==> config.mk <==
export PLATFORM = sky130hd
export DESIGN_NAME = multi_rate_frame_tick_generator
export DESIGN_NICKNAME = d
export VERILOG_FILES = /design/src/rtl/core/mrftg_pkg.sv /design/src/rtl/core/multi_rate_frame_tick_generator.sv
export SDC_FILE = /design/constraint.sdc
export NUM_CORES = 1
export LEC_CHECK = 0
export ABC_AREA = 0
export BUFFER_PORTS_ARGS = -buffer_cell sky130_fd_sc_hd__buf_2
export CORE_UTILIZATION = 45
export DETAILED_ROUTE_END_ITERATION = 8
export PLACE_DENSITY = 0.65
export SLEW_MARGIN = 5
export SYNTH_ARGS = -nofsm -noshare
export SYNTH_HDL_FRONTEND = slang
export SYNTH_SLANG_ARGS = --single-unit
export TNS_END_PERCENT = 5
==> constraint.sdc <==
create_clock -name clock -period 2.8 [get_ports clock]
set_input_delay 0.42 -clock clock [delete_from_list [all_inputs] [get_ports clock]]
set_output_delay 0.42 -clock clock [all_outputs]
set_load 0.05 [all_outputs]
==> src/rtl/core/mrftg_pkg.sv <==
// ----------------------------------------------------------------------------
// mrftg_pkg: shared definitions for the multi-rate frame tick generator
// Channel codes, widths and the fixed pull-down pattern tables.
// ----------------------------------------------------------------------------
package mrftg_pkg;

   localparam int MAX_CHANNELS = 8;
   localparam int CH_W         = 3;
   localparam int CNT_W        = 6;
   localparam int IDX_W        = 5;
   localparam int MASK_W       = 8;

   localparam int DEFAULT_CHANNELS = 8;

   localparam logic [MASK_W-1:0] ENABLE_RESET = 8'hFF;

   localparam logic [CH_W-1:0] CH_23976 = 3'd0;
   localparam logic [CH_W-1:0] CH_24    = 3'd1;
   localparam logic [CH_W-1:0] CH_25    = 3'd2;
   localparam logic [CH_W-1:0] CH_2997  = 3'd3;
   localparam logic [CH_W-1:0] CH_30    = 3'd4;
   localparam logic [CH_W-1:0] CH_48    = 3'd5;
   localparam logic [CH_W-1:0] CH_60    = 3'd6;
   localparam logic [CH_W-1:0] CH_100   = 3'd7;

   // number of frames in one pattern cycle
   function automatic logic [IDX_W-1:0] rate_len(input logic [CH_W-1:0] ch);
      logic [IDX_W-1:0] len;
      len = 5'd1;
      case (ch)
         CH_23976: len = 5'd24;
         CH_24:    len = 5'd3;
         CH_25:    len = 5'd1;
         CH_2997:  len = 5'd30;
         CH_30:    len = 5'd3;
         CH_48:    len = 5'd6;
         CH_60:    len = 5'd3;
         CH_100:   len = 5'd1;
         default:  len = 5'd1;
      endcase
      return len;
   endfunction

   // milliseconds of frame idx in the pull-down pattern of channel ch
   function automatic logic [CNT_W-1:0] pattern_entry(input logic [CH_W-1:0] ch,
                                                      input logic [IDX_W-1:0] idx);
      logic [CNT_W-1:0] ms;
      ms = 6'd10;
      case (ch)
         CH_23976: begin
            case (idx) inside
               5'd2, 5'd5, 5'd8, 5'd11, 5'd14, 5'd17, 5'd20: ms = 6'd41;
               default: ms = 6'd42;
            endcase
         end
         CH_24:    ms = (idx == 5'd2) ? 6'd41 : 6'd42;
         CH_25:    ms = 6'd40;
         CH_2997: begin
            case (idx) inside
               5'd2, 5'd5, 5'd8, 5'd11, 5'd14, 5'd17, 5'd20, 5'd23, 5'd26,
               5'd28, 5'd29: ms = 6'd34;
               default: ms = 6'd33;
            endcase
         end
         CH_30:    ms = (idx == 5'd2) ? 6'd34 : 6'd33;
         CH_48:    ms = (idx == 5'd5) ? 6'd20 : 6'd21;
         CH_60:    ms = (idx == 5'd2) ? 6'd16 : 6'd17;
         CH_100:   ms = 6'd10;
         default:  ms = 6'd10;
      endcase
      return ms;
   endfunction

endpackage

==> src/rtl/core/multi_rate_frame_tick_generator.sv <==
// ----------------------------------------------------------------------------
// multi_rate_frame_tick_generator: frame event mask from millisecond ticks
// Per-channel down-counters reloaded from fixed pull-down patterns.
// ----------------------------------------------------------------------------
// One beat goes in per millisecond tick and one beat comes out for it, carrying
// a bit per frame-rate channel (23.976, 24, 25, 29.97, 30, 48, 60, 100 fps)
// that is set when that channel starts a frame on this tick and is enabled in
// csr_channel_enable. For every input beat, all channel counters decrement and
// reload in parallel, and the mask lands in the output register
// on the edge that accepts the beat. A new beat is taken each cycle the output
// register is empty or being drained. A beat with req_tick low yields an all
// zero mask and leaves the counters alone. Disabled channels keep counting.
// Bits at and above CHANNELS read zero.
module multi_rate_frame_tick_generator #(
   parameter int CHANNELS = mrftg_pkg::DEFAULT_CHANNELS
) (
   input  logic                         clock,
   input  logic                         reset,
   input  logic                         req_valid,
   output logic                         req_ready,
   input  logic                         req_tick,
   output logic                         rsp_valid,
   input  logic                         rsp_ready,
   output logic [mrftg_pkg::MASK_W-1:0] rsp_fired_mask,
   input  logic                         csr_valid,
   output logic                         csr_ready,
   input  logic [mrftg_pkg::MASK_W-1:0] csr_channel_enable
);

   logic [mrftg_pkg::MASK_W-1:0] enable_ff;
   logic                         rsp_valid_ff;
   logic [mrftg_pkg::MASK_W-1:0] mask_ff;
   logic [mrftg_pkg::MASK_W-1:0] mask_in;
   logic                         accept;

   assign req_ready = !rsp_valid_ff || rsp_ready;
   assign accept    = req_valid && req_ready;
   assign csr_ready = 1'b1;

   genvar c;
   generate
      for (c = 0; c < mrftg_pkg::MAX_CHANNELS; c++) begin : g_ch
         if (c < CHANNELS) begin : g_live
            localparam logic [mrftg_pkg::CH_W-1:0] CH = mrftg_pkg::CH_W'(c);

            logic [mrftg_pkg::CNT_W-1:0] count_ff;
            logic [mrftg_pkg::CNT_W-1:0] count_in;
            logic [mrftg_pkg::IDX_W-1:0] index_ff;
            logic [mrftg_pkg::IDX_W-1:0] index_in;
            logic [mrftg_pkg::CNT_W-1:0] dec;
            logic [mrftg_pkg::IDX_W-1:0] inc;
            logic                        fire;

            assign dec  = count_ff - 1'b1;
            assign inc  = index_ff + 1'b1;
            assign fire = req_tick && (dec == '0);

            always_comb begin
               index_in = index_ff;
               count_in = count_ff;
               if (req_tick) begin
                  count_in = dec;
                  if (fire) begin
                     index_in = (inc >= mrftg_pkg::rate_len(CH)) ? '0 : inc;
                     count_in = mrftg_pkg::pattern_entry(CH, index_in);
                  end
               end
            end

            assign mask_in[c] = fire && enable_ff[c];

            always_ff @(posedge clock) begin
               if (reset) begin
                  index_ff <= '0;
                  count_ff <= mrftg_pkg::pattern_entry(CH, '0);
               end else if (accept) begin
                  index_ff <= index_in;
                  count_ff <= count_in;
               end
            end
         end else begin : g_none
            assign mask_in[c] = 1'b0;
         end
      end
   endgenerate

   always_ff @(posedge clock) begin
      if (reset) begin
         enable_ff <= mrftg_pkg::ENABLE_RESET;
      end else if (csr_valid && csr_ready) begin
         enable_ff <= csr_channel_enable;
      end
   end

   always_ff @(posedge clock) begin
      if (reset) begin
         rsp_valid_ff <= 1'b0;
      end else if (accept) begin
         rsp_valid_ff <= 1'b1;
      end else if (rsp_ready) begin
         rsp_valid_ff <= 1'b0;
      end
   end

   always_ff @(posedge clock) begin
      if (accept) begin
         mask_ff <= mask_in;
      end
   end

   assign rsp_valid      = rsp_valid_ff;
   assign rsp_fired_mask = mask_ff;

endmodule

Word level (Yosys, flattened, before mapping)
Cells that the tools add are included.
Word-level totals
  input bits: 14
  register bits: 95
  output and inout port bits: 11
Operators by class
  multiplexer cells: 22
  equal/unequal tests: 22
  $lt $le $gt $ge: 6
  reductions and logical operators: 37
  add/subtract/negate cells: 14
Operators with widths (count)
  zero test 6 bit: 8
  2-to-1 mux 6 bit: 8
  subtractor 6 x 1 -> 6 bit (second input constant): 8
  == test 5 bit (second input constant): 8
  adder 5 x 1 -> 5 bit (second input constant): 6
  == test 5 x 4 -> 1 bit (second input constant): 6
  2-to-1 mux 5 bit: 6
  == test 5 x 2 -> 1 bit (second input constant): 5
  AND reduction 3 bit: 6
  logical AND 1 bit: 17
  == test 5 x 3 -> 1 bit (second input constant): 3
  >= comparator 5 x 2 -> 1 bit (second input constant): 3
  OR reduction 11 bit: 1
  >= comparator 5 bit (second input constant): 2
  2-to-1 mux 2 bit: 4
  OR reduction 7 bit: 1
  >= comparator 5 x 3 -> 1 bit (second input constant): 1
  2-to-1 mux 1 bit: 4
  AND reduction 2 bit: 1
  nonzero test 2 bit: 1
  zero test 1 bit: 1
  logical OR 1 bit: 1

Longest topological paths before layout
Gate-level depths: netlist of run 1.
  depth in word-level cells: 7
  mapped depth: 9
  gate-level depth less buffers: 8

Worst setup path after synthesis of run 1
No wires, ideal clock.
  path type: flip-flop to flip-flop
  start point: reg rsp_valid_ff (netlist: rsp_valid)
  end point: reg g_ch[3].g_live.count_ff[5] in the netlist's numbering
  data arrival time: 2.343 ns
  buffers on the path: 3
  stages on the path, launching flop included: 8
  setup slack: 0.382 ns
  period minus slack after synthesis: 2.418 ns
  path through: dfxtp_1 -> nand2b_1 -> nand3_1 -> clkbuf_1 -> clkbuf_1 -> buf_1 -> nor3_1 -> o21ai_0
Between the ends
  longest elaborated chain between the ends: 4
RTL lines
  start, declared: line multi_rate_frame_tick_generator.sv:31  | logic rsp_valid_ff;
  start signal, assigned: line multi_rate_frame_tick_generator.sv:97  | rsp_valid_ff <= 1'b0;
  start signal, assigned: line multi_rate_frame_tick_generator.sv:99  | rsp_valid_ff <= 1'b1;
  start signal, assigned: line multi_rate_frame_tick_generator.sv:101  | rsp_valid_ff <= 1'b0;
  zero test 1 bit: line multi_rate_frame_tick_generator.sv:36  | assign req_ready = !rsp_valid_ff || rsp_ready;
  logical OR 1 bit: line multi_rate_frame_tick_generator.sv:36
  named net req_ready: line multi_rate_frame_tick_generator.sv:20  | output logic req_ready,
  logical AND 1 bit: line multi_rate_frame_tick_generator.sv:37  | assign accept = req_valid && req_ready;
  AND reduction 2 bit (no source line)
  end signal, assigned: line multi_rate_frame_tick_generator.sv:75  | count_ff <= mrftg_pkg::pattern_entry(CH, '0);
  end signal, assigned: line multi_rate_frame_tick_generator.sv:78  | count_ff <= count_in;
  end, declared: line multi_rate_frame_tick_generator.sv:46  | logic [mrftg_pkg::CNT_W-1:0] count_ff;
The timed path passes the listed nets, and every way through them passes these cells.
A chain may end at the register's enable or synchronous reset.

Worst setup path after layout of run 1
  start point: reg g_ch[3].g_live.index_ff[1] in the netlist's numbering
  end point: reg g_ch[3].g_live.count_ff[0] in the netlist's numbering
Between the ends
  longest elaborated chain between the ends: 7
  elaborated cells on any way between the ends: 17
  classes of those cells: add/sub: 1; order compare: 1; eq/ne: 11; mux: 3; reduce/logical: 1
RTL lines
  start, declared: line multi_rate_frame_tick_generator.sv:48  | logic [mrftg_pkg::IDX_W-1:0] index_ff;
  start signal, assigned: line multi_rate_frame_tick_generator.sv:77  | index_ff <= index_in;
  adder 5 x 1 -> 5 bit *: line multi_rate_frame_tick_generator.sv:55  | assign inc = index_ff + 1'b1;
  >= comparator 5 bit: line multi_rate_frame_tick_generator.sv:64  | index_in = (inc >= mrftg_pkg::rate_len(CH)) ? '0 : inc;
  2-to-1 mux 5 bit *: line multi_rate_frame_tick_generator.sv:64
  == test 5 x 2 -> 1 bit, or another cell as far along: line multi_rate_frame_tick_generator.sv:65  | count_in = mrftg_pkg::pattern_entry(CH, index_in);
  OR reduction 11 bit *: line mrftg_pkg.sv:59  | case (idx) inside
  2-to-1 mux 2 bit *: line mrftg_pkg.sv:59
  2-to-1 mux 6 bit *: line multi_rate_frame_tick_generator.sv:63  | if (fire) begin
Mark *: on every way between the ends. The rest lies on a longest branch, timed or not.

==> flow_metrics.env, run 1 <==
export IMPL_status="completed"
export IMPL_clock_skew_ps=8.446
export IMPL_hold_path_class="in -> reg"
export IMPL_core_area_sq_um=11080
export IMPL_power_leakage_nw=2.255
export IMPL_hold_viol=0
export IMPL_nets=675
export IMPL_port_buffers=23
export IMPL_clk_latency_ps=350
export IMPL_setup_violations=0
export IMPL_root_buffer="clkbuf_16"
export IMPL_synth_ff_type="dfxtp_1"
export IMPL_ys_seq_area_frac=0.3790
export IMPL_clock_sinks=95
export IMPL_crit_path_max_fanout=11
export IMPL_synth_warnings=0
export IMPL_antenna_found_initial=0
export IMPL_die_area_sq_um=12050
export IMPL_viasPerCell=5.507
export IMPL_place_detailed_hpwl_um=7618
export IMPL_report_final_slew_viol_count=0
export IMPL_crit_family="compound AO/OA/AOI/OAI gates"
export IMPL_hold_buffers=0
export IMPL_setup_tns_ps=0
export IMPL_syn_num_nets=662
export IMPL_grt_max_degree=58
export IMPL_gp_congestion=0.8568
export IMPL_critPathRequiredTime_ps=3030
export IMPL_max_cap_violations=0
export IMPL_synth_avg_cell_area_sq_um=8.420
export IMPL_post_route_util=0.5190
export IMPL_crit_path_top_delay_cell="dfxtp_1"
export IMPL_fmax_ghz=0.4075
export IMPL_post_cts_buffers=0
export IMPL_place_area_sq_um=5483
export IMPL_fin_area_sq_um=5749
export IMPL_yosys_cell_types_count=67
export IMPL_drt_initial_drc_count=188
export IMPL_syn_inst=621
export IMPL_netlist_area_sq_um=5229
export IMPL_cts_max_level=3
export IMPL_grt_pass1_vias=4178
export IMPL_ys_ff_latch=95
export IMPL_arrival_ps=2680
export IMPL_grt_first_pass_wirelength_um=18690
export IMPL_max_stage_delay_ps=510
export IMPL_track_usage=0.1960
export IMPL_tritoncts="done"
export IMPL_clkTransAtPathRegs_ps=70
export IMPL_nFillCells=1033
export IMPL_drtAntennaViolNets=0
export IMPL_crit_type="reg -> reg"
export IMPL_diodes=0
export IMPL_synthArstFlopShare=0
export IMPL_worst_setup_path_start_kind="register"
export IMPL_vias=4290
export IMPL_synthToLayoutAreaGrowth_pct=9.954
export IMPL_wl_um=10830
export IMPL_placementRows=38
export IMPL_drc=0
export IMPL_period_share=0.8765
export IMPL_ios=25
export IMPL_period_minus_slack_ps=2454
export IMPL_relSlewSlack=0.5769
export IMPL_worst_pin_slew_ps=634.6
export IMPL_rsz0062_at_grt="false"
export IMPL_clockBufferDepth=2
export IMPL_synth_edff_count=8
export IMPL_cts_resized=0
export IMPL_crit_buf_inv=0
export IMPL_ir_worst_vdd_mv=0.5261
export IMPL_overflow=0
export IMPL_drive_above_1_share=0.08607
export IMPL_path_cells="ha_1 -> xor2_2 -> o211ai_1 -> a211o_1 -> o211a_1 -> o2111a_1 -> a311o_1"
export IMPL_chipHeight_um=109.8
export IMPL_drtPass1Iterations=4
export IMPL_powerDensity_nw_per_um2=492.0
export IMPL_cts_buffers=9
export IMPL_die_w_um=109.8
export IMPL_wl_per_cell_um=13.90
export IMPL_end_kind="register"
export IMPL_start_util=0.4720
==> Yosys cell counts, types with 5 or more instances <==
| master | number | area, sq um |
|---|---|---|
| or3_1 | 6 | 37.54 |
| nand4_1 | 5 | 31.28 |
| o21ai_0 | 26 | 130.1 |
| edfxtp_1 | 8 | 240.2 |
| nor2_1 | 58 | 217.7 |
| and2_1 | 17 | 106.4 |
| xor2_1 | 23 | 201.4 |
| nand2b_1 | 5 | 31.28 |
| a21oi_1 | 30 | 150.1 |
| nand4b_1 | 5 | 43.79 |
| nand3_1 | 17 | 85.08 |
| ha_1 | 27 | 337.8 |
| a211oi_1 | 5 | 37.54 |
| and3_1 | 6 | 37.54 |
| nor3_1 | 32 | 160.2 |
| nor3b_1 | 9 | 67.56 |
| a31oi_1 | 6 | 37.54 |
| mux2i_1 | 11 | 110.1 |
| o211ai_1 | 6 | 45.04 |
| dfxtp_1 | 87 | 1742 |
| nor4b_1 | 8 | 70.07 |
| inv_1 | 37 | 138.9 |
| xnor2_1 | 23 | 201.4 |
| nand2_1 | 55 | 206.5 |
| nand3b_1 | 5 | 37.54 |
| nor4_1 | 5 | 31.28 |
| clkbuf_1 | 30 | 112.6 |
==> area by class of cell <==
class | instances | area [sq um] | area share
clock buffers | 10 | 229.0 | 0.03983
clock inverters | 6 | 37.54 | 0.006529
inverters | 37 | 138.9 | 0.02416
multi-input cells | 455 | 2974 | 0.5173
flip-flops and latches | 95 | 1982 | 0.3447
well taps | 140 | 175.2 | 0.03047
repair buffers | 36 | 212.7 | 0.03700
==> sequential cells by signal (all words and copies together), names as in the netlist <==
register and cells:
rsp_valid 1, g_ch.g_live.count_ff 48, enable_ff 8, g_ch.g_live.index_ff 30, rsp_fired_mask 8
==> per-layer routing <==
metal | wire [um] | track usage | share of wire
met1 | 5076 | 0.2341 | 0.47
met2 | 5291 | 0.3464 | 0.49
met3 | 317 | 0.03912 | 0.029
met4 | 144 | 0.07048 | 0.013
met5 | 0 | 0 | 0
==> layout by cell type, fill, tap and decap left out, drive strengths merged, types with 6 or more instances in the layout <==
cell type  Yosys  routed
dfxtp         87      87
nor3b          9       9
inv           37      37
nor4b          8       8
a21oi         30      30
o211ai         6       6
ha            27      27
nand2         55      55
nor3          32      32
nor4           6       6
nand3         17      17
or3            6       6
buf            4      36
mux2i         11      11
nor2          58      58
clkbuf        30      10
edfxtp         8       8
o21ai         26      26
xnor2         23      23
a31oi          6       6
and3           6       6
xor2          24      24
and2          18      18
==> path summary, 6_finish.rpt <==
kind	from	endpoint	slack, ps	cells past startpoint
min	csr_channel_enable[4]	enable_ff[4]	290	3
min reg2reg	enable_ff[6]	enable_ff[6]	460	2
max	g_ch[3].g_live.index_ff[1]	g_ch[3].g_live.count_ff[0]	350	7
max reg2reg	g_ch[3].g_live.index_ff[1]	g_ch[3].g_live.count_ff[0]	350	7
==> cell families (layout without fill, tap and decap cells) <==
group           after synthesis  count (layout)  share of synthesized area
simple gates                250             250                     0.2498
fa+ha+maj                    28              28                    0.06652
flops                        95              95                     0.3790
other cells                   1               1                  0.0007172
mux                          11              11                    0.02106
compound gates              118             118                     0.1505
buf+inv                      71              89                    0.05217
xor+xnor                     47              47                    0.08016
==> metrics by stage <==
stage / instances / total power [W] / worst slack [ps] / hold slack [ps]
5_1_grt: 779 / 0.002946 / 194.0 / 280.9
4_1_cts: 779 / 0.002867 / 353.5 / 278.8
3_5_place_dp: 763 / 0.001740 / 375.4 / 448.7
3_3_place_gp: 763 / 0.001730 / 453.1 / 445.4
6_report: 779 / 0.002829 / 345.9 / 289.5
2_1_floorplan: 621 / 0.001669 / 382.3 / 432.7
==> worst reg2reg max path, delay by kind of cell, from the launching register on <==
| kind | cells | cell delay (ps) |
|---|---|---|
| AOI/OAI and AO/OA | 5 | 1300 |
| DFF | 1 | 510 |
| adders and majority gates | 1 | 280 |
| xor gates and xnor gates | 1 | 260 |
==> where the power goes <==
part / internal, W / total, W / switching (W)
clock network: 0.000597 / 0.00112 / 0.000521
registers: 0.00141 / 0.00145 / 0.0000397
logic: 0.0000961 / 0.000261 / 0.000164
total: 0.00210 / 0.00283 / 0.000726
Power figures use the tool's default switching activity.
==> inputs of run 2 (changes only) <==
--- a/config.mk
+++ b/config.mk
@@ -9,7 +9,7 @@
 export BUFFER_PORTS_ARGS = -buffer_cell sky130_fd_sc_hd__buf_2
 export CORE_UTILIZATION = 45
 export DETAILED_ROUTE_END_ITERATION = 8
-export PLACE_DENSITY = 0.65
+export PLACE_DENSITY_LB_ADDON = 0.12
 export SLEW_MARGIN = 5
 export SYNTH_ARGS = -nofsm -noshare
 export SYNTH_HDL_FRONTEND = slang
==> flow_metrics.env, run 2 (synthesized netlist as in run 1, its figures left out) <==
export IMPL_final_common_cell="dfxtp_1"
export IMPL_total_power_w=0.002935
export IMPL_wl_per_cell_um=14.05
export IMPL_rsz0062_at_grt="false"
export IMPL_post_cts_buffers=0
export IMPL_hold_buffers=0
export IMPL_cts_max_level=3
export IMPL_viasPerCell=5.533
export IMPL_setup_violations=0
export IMPL_largest_register_ffs=48
export IMPL_hold_path_class="in -> reg"
export IMPL_relSlewSlack=0.6008
export IMPL_wl_um=10980
export IMPL_clock_skew_ps=7.318
export IMPL_drc=0
export IMPL_drtPass1Iterations=4
export IMPL_clock_sinks=95
export IMPL_start_util=0.4720
export IMPL_mostFrequentLayoutCells="87 x dfxtp_1, 58 x nor2_1, 55 x nand2_1"
export IMPL_period_share=0.8792
export IMPL_clkTransAtPathRegs_ps=70
export IMPL_port_buffers=23
export IMPL_worst_setup_path_start_kind="register"
export IMPL_end_kind="register"
export IMPL_period_minus_slack_ps=2462
export IMPL_top_regs="g_ch.g_live.count_ff (48), g_ch.g_live.index_ff (30)"
export IMPL_chipHeight_um=109.8
export IMPL_place_detailed_hpwl_um=7653
export IMPL_drive_above_1_share=0.08580
export IMPL_ios=25
export IMPL_cts_buffers=9
export IMPL_die_w_um=109.8
export IMPL_track_usage=0.2001
export IMPL_crit_path_max_fanout=6
export IMPL_die_area_sq_um=12050
export IMPL_fin_area_sq_um=5791
export IMPL_gp_congestion=0.8689
export IMPL_synthToLayoutAreaGrowth_pct=10.74
export IMPL_overflow=0
export IMPL_root_buffer="clkbuf_16"
export IMPL_power_leakage_nw=2.281
export IMPL_top_register="g_ch.g_live.count_ff"
export IMPL_grt_pass1_vias=4033
export IMPL_drtAntennaViolNets=0
export IMPL_clockBufferDepth=2
export IMPL_diodes=0
export IMPL_max_cap_violations=0
export IMPL_fmax_ghz=0.4062
export IMPL_setup_tns_ps=0
export IMPL_timing_hold_ws_ps=276.7
export IMPL_vias=4321
export IMPL_report_final_slew_viol_count=0
export IMPL_powerDensity_nw_per_um2=506.8
export IMPL_clk_latency_ps=350
export IMPL_grt_first_pass_wirelength_um=18890
export IMPL_worst_pin_slew_ps=598.1
export IMPL_antenna_found_initial=0
export IMPL_status="completed"
export IMPL_placementRows=38
export IMPL_hold_viol=0
export IMPL_tritoncts="done"
export IMPL_arrival_ps=2700
export IMPL_place_area_sq_um=5498
export IMPL_critPathRequiredTime_ps=3040
export IMPL_cts_resized=0
export IMPL_grt_max_degree=33
export IMPL_ir_worst_vdd_mv=0.3846
export IMPL_drt_initial_drc_count=256
export IMPL_nets=677
export IMPL_core_area_sq_um=11080
export IMPL_crit_type="reg -> reg"
run 2: cell types whose count changed in the layout (fill, tap and decap cells not counted), sizes merged:
| cell | change |
|---|---|
| bufinv | +1 |
| clkinv | -2 |
| buf | +2 |
| clkbuf | +3 |
| clkinvlp | -2 |
run 2: worst paths after layout:
kind	start	to	slack (ps)	depth (start not counted)
max	g_ch[0].g_live.count_ff[0]	g_ch[0].g_live.count_ff[0]	340	8
min	reset	g_ch[0].g_live.index_ff[4]	280	2
max reg2reg	g_ch[0].g_live.count_ff[0]	g_ch[0].g_live.count_ff[0]	340	8
min reg2reg	enable_ff[7]	enable_ff[7]	470	2
run 2: power breakdown:
group          internal (W)  switching (W)
Sequential          0.00141      0.0000404
Combinational     0.0000960       0.000162
Clock              0.000717       0.000509
Total               0.00222       0.000712
run 2: final cells by class:
class / count / area [sq um]
clock buffers: 13 / 250.2
well taps: 140 / 175.2
fillers: 1056 / 5288
multi-input cells: 455 / 2974
flip-flops and latches: 95 / 1982
inverters: 37 / 138.9
clock inverters: 3 / 42.54
repair buffers: 38 / 227.7
run 2: per-stage QoR:
step | utilization | cells | setup slack [ps]
finish | 0.5227 | 781 | 338.2
global route | 0.5227 | 781 | 128.9
CTS | 0.5227 | 781 | 381.1
detailed placement | 0.4963 | 765 | 393.5
global placement | 0.4963 | 765 | 480.7
floorplan | - | 621 | 382.3
run 2: worst max-delay path, stage by stage (launching register included):
cell and delay, ps:
dfxtp_1 420, inv_1 90, ha_1 230, xor2_1 170, nor4_2 560, and2_0 350, o31ai_1 130, a22o_1 270
o211a_1 130
run 2: metal layers:
metal  wire [um]  track usage  up-vias
met5           0            0        -
li1            -            -     2204
met2        5014       0.3344       66
met4          93      0.04762        0
met3         360      0.05335       10
met1        5508       0.2559     2041
==> inputs of run 3 (changes only) <==
--- a/config.mk
+++ b/config.mk
@@ -7,10 +7,13 @@
 export LEC_CHECK = 0
 export ABC_AREA = 0
 export BUFFER_PORTS_ARGS = -buffer_cell sky130_fd_sc_hd__buf_2
+export CELL_PAD_IN_SITES_DETAIL_PLACEMENT = 1
+export CELL_PAD_IN_SITES_GLOBAL_PLACEMENT = 1
 export CORE_UTILIZATION = 45
 export DETAILED_ROUTE_END_ITERATION = 8
+export MAX_ROUTING_LAYER = met4
 export PLACE_DENSITY_LB_ADDON = 0.12
-export SLEW_MARGIN = 5
+export SLEW_MARGIN = 20
 export SYNTH_ARGS = -nofsm -noshare
 export SYNTH_HDL_FRONTEND = slang
 export SYNTH_SLANG_ARGS = --single-unit
==> flow_metrics.env, run 3 (synthesized netlist as in run 1, its figures left out) <==
export IMPL_crit_path_max_fanout=11
export IMPL_timing_rr_start="g_ch[3].g_live.index_ff[1]"
export IMPL_hold_path_class="in -> reg"
export IMPL_core_area_sq_um=11080
export IMPL_finalWorstSetupSlack_ps=332.3
export IMPL_clockBufferDepth=2
export IMPL_hold_buffers=0
export IMPL_grt_max_degree=58
export IMPL_crit_path_top_delay_cell="dfxtp_1"
export IMPL_critical_path_cell_count=7
export IMPL_setup_tns_ps=0
export IMPL_drc=0
export IMPL_drt_initial_drc_count=167
export IMPL_crit_family="compound AO/OA/AOI/OAI gates"
export IMPL_clock_skew_ps=5.857
export IMPL_track_usage=0.2355
export IMPL_status="completed"
export IMPL_end_kind="register"
export IMPL_wl_um=12750
export IMPL_setup_violations=0
export IMPL_largest_register_ffs=48
export IMPL_clkTransAtPathRegs_ps=70
export IMPL_diodes=0
export IMPL_die_w_um=109.8
export IMPL_rsz0062_at_grt="false"
export IMPL_placementRows=38
export IMPL_overflow=0
export IMPL_worst_setup_path_start_kind="register"
export IMPL_period_share=0.8813
export IMPL_fmax_ghz=0.4052
export IMPL_gp_congestion=0.9023
export IMPL_crit_buf_inv=0
export IMPL_critPathRequiredTime_ps=3040
export IMPL_powerDensity_nw_per_um2=523.2
export IMPL_die_area_sq_um=12050
export IMPL_top_register="g_ch.g_live.count_ff"
export IMPL_viasPerCell=5.671
export IMPL_synthToLayoutAreaGrowth_pct=11.34
export IMPL_arrival_ps=2700
export IMPL_port_buffers=23
export IMPL_rr_endpoint="g_ch[3].g_live.count_ff[0]"
export IMPL_place_detailed_hpwl_um=8954
export IMPL_report_final_slew_viol_count=0
export IMPL_final_common_cell="dfxtp_1"
export IMPL_drtAntennaViolNets=0
export IMPL_cts_resized=0
export IMPL_ir_worst_vdd_mv=0.3134
export IMPL_max_cap_violations=0
export IMPL_vias=4435
export IMPL_crit_type="reg -> reg"
export IMPL_startpoint="g_ch[3].g_live.index_ff[1]"
export IMPL_root_buffer="clkbuf_16"
export IMPL_nets=678
export IMPL_hold_viol=0
export IMPL_tritoncts="done"
export IMPL_clk_latency_ps=340
export IMPL_r2r_slack_ps=330
export IMPL_endpoint="g_ch[3].g_live.count_ff[0]"
export IMPL_cts_max_level=3
export IMPL_post_cts_buffers=0
export IMPL_dp_slack_ps=346.0
export IMPL_worst_pin_slew_ps=659.4
export IMPL_grt_first_pass_wirelength_um=21490
export IMPL_chipHeight_um=109.8
export IMPL_start_util=0.4720
export IMPL_ios=25
export IMPL_path_cells="ha_1 -> xor2_2 -> o211ai_1 -> a211o_1 -> o211a_1 -> o2111a_1 -> a311o_1"
export IMPL_mostFrequentLayoutCells="87 x dfxtp_1, 58 x nor2_1, 55 x nand2_1"
export IMPL_period_minus_slack_ps=2468
export IMPL_top_regs="g_ch.g_live.count_ff (48), g_ch.g_live.index_ff (30)"
export IMPL_max_stage_delay_ps=530
export IMPL_cts_buffers=9
export IMPL_wl_per_cell_um=16.30
export IMPL_clock_sinks=95
export IMPL_drtPass1Iterations=4
export IMPL_antenna_found_initial=0
export IMPL_reg2reg_depth=7
export IMPL_grt_pass1_vias=4510
export IMPL_drive_above_1_share=0.09034
export IMPL_power_leakage_nw=2.302
export IMPL_relSlewSlack=0.5604
[run 3: changes by cell type in the layout (fill, tap and decap cells not counted), sizes merged]
cell,previous run,this run
buf,38,39
bufinv,1,2
clkbuf,13,12
[run 3: layer usage]
| layer | track usage | part of all wire | vias to the layer above |
|---|---|---|---|
| met5 | - | 0 | - |
| met4 | 0.09333 | 0.018 | 0 |
| met3 | 0.03142 | 0.015 | 20 |
| met2 | 0.4000 | 0.50 | 30 |
| met1 | 0.2813 | 0.47 | 2171 |
| li1 | - | - | 2214 |
[run 3: worst min path at each step]
stage / startpoint / endpoint / slack, ps / depth (start not counted)
floorplan: enable_ff[0] / enable_ff[0] / 430 / 2
global placement: enable_ff[2] / enable_ff[2] / 440 / 2
detailed placement: enable_ff[0] / enable_ff[0] / 460 / 2
CTS: csr_channel_enable[7] / enable_ff[7] / 290 / 3
global route: csr_channel_enable[1] / enable_ff[1] / 310 / 3
finish: csr_channel_enable[5] / enable_ff[5] / 290 / 3
[run 3: power breakdown]
group / leakage, nW / total (W) / switching (W) / internal [W]
Combinational: 1.36 / 0.000272 / 0.000174 / 0.0000973
Clock: 0.157 / 0.00132 / 0.000516 / 0.000805
Sequential: 0.788 / 0.00145 / 0.0000438 / 0.00141
[run 3: layout make-up]
type | instances | area, sq um
Fill cell | 1324 | 5256
Multi-Input combinational cell | 455 | 2974
Sequential cell | 95 | 1982
Clock buffer | 12 | 246.5
Timing Repair Buffer | 39 | 235.2
Tap cell | 140 | 175.2
Inverter | 37 | 138.9
Clock inverter | 4 | 70.07
[run 3: stage by stage]
| stage | total power (W) | util | instance area, sq um | hold WS (ps) | std cells |
|---|---|---|---|---|---|
| 6_report | 0.003046 | 0.5255 | 5822 | 292.5 | 782 |
| 5_1_grt | 0.003156 | 0.5255 | 5822 | 305.2 | 782 |
| 4_1_cts | 0.003083 | 0.5255 | 5822 | 288.8 | 782 |
| 3_5_place_dp | 0.001754 | 0.4970 | 5505 | 455.0 | 766 |
| 3_3_place_gp | 0.001737 | 0.4970 | 5505 | 444.6 | 766 |
| 2_1_floorplan | 0.001669 | - | 5229 | 432.7 | 621 |
[run 3: worst register-to-register path: cells and delay by family, from the launching register on]
family                   cells  cell delay [ps]
XOR/XNOR                     1              280
flip-flops                   1              530
AO/OA/AOI/OAI                5             1270
adder cells (fa/ha/maj)      1              280
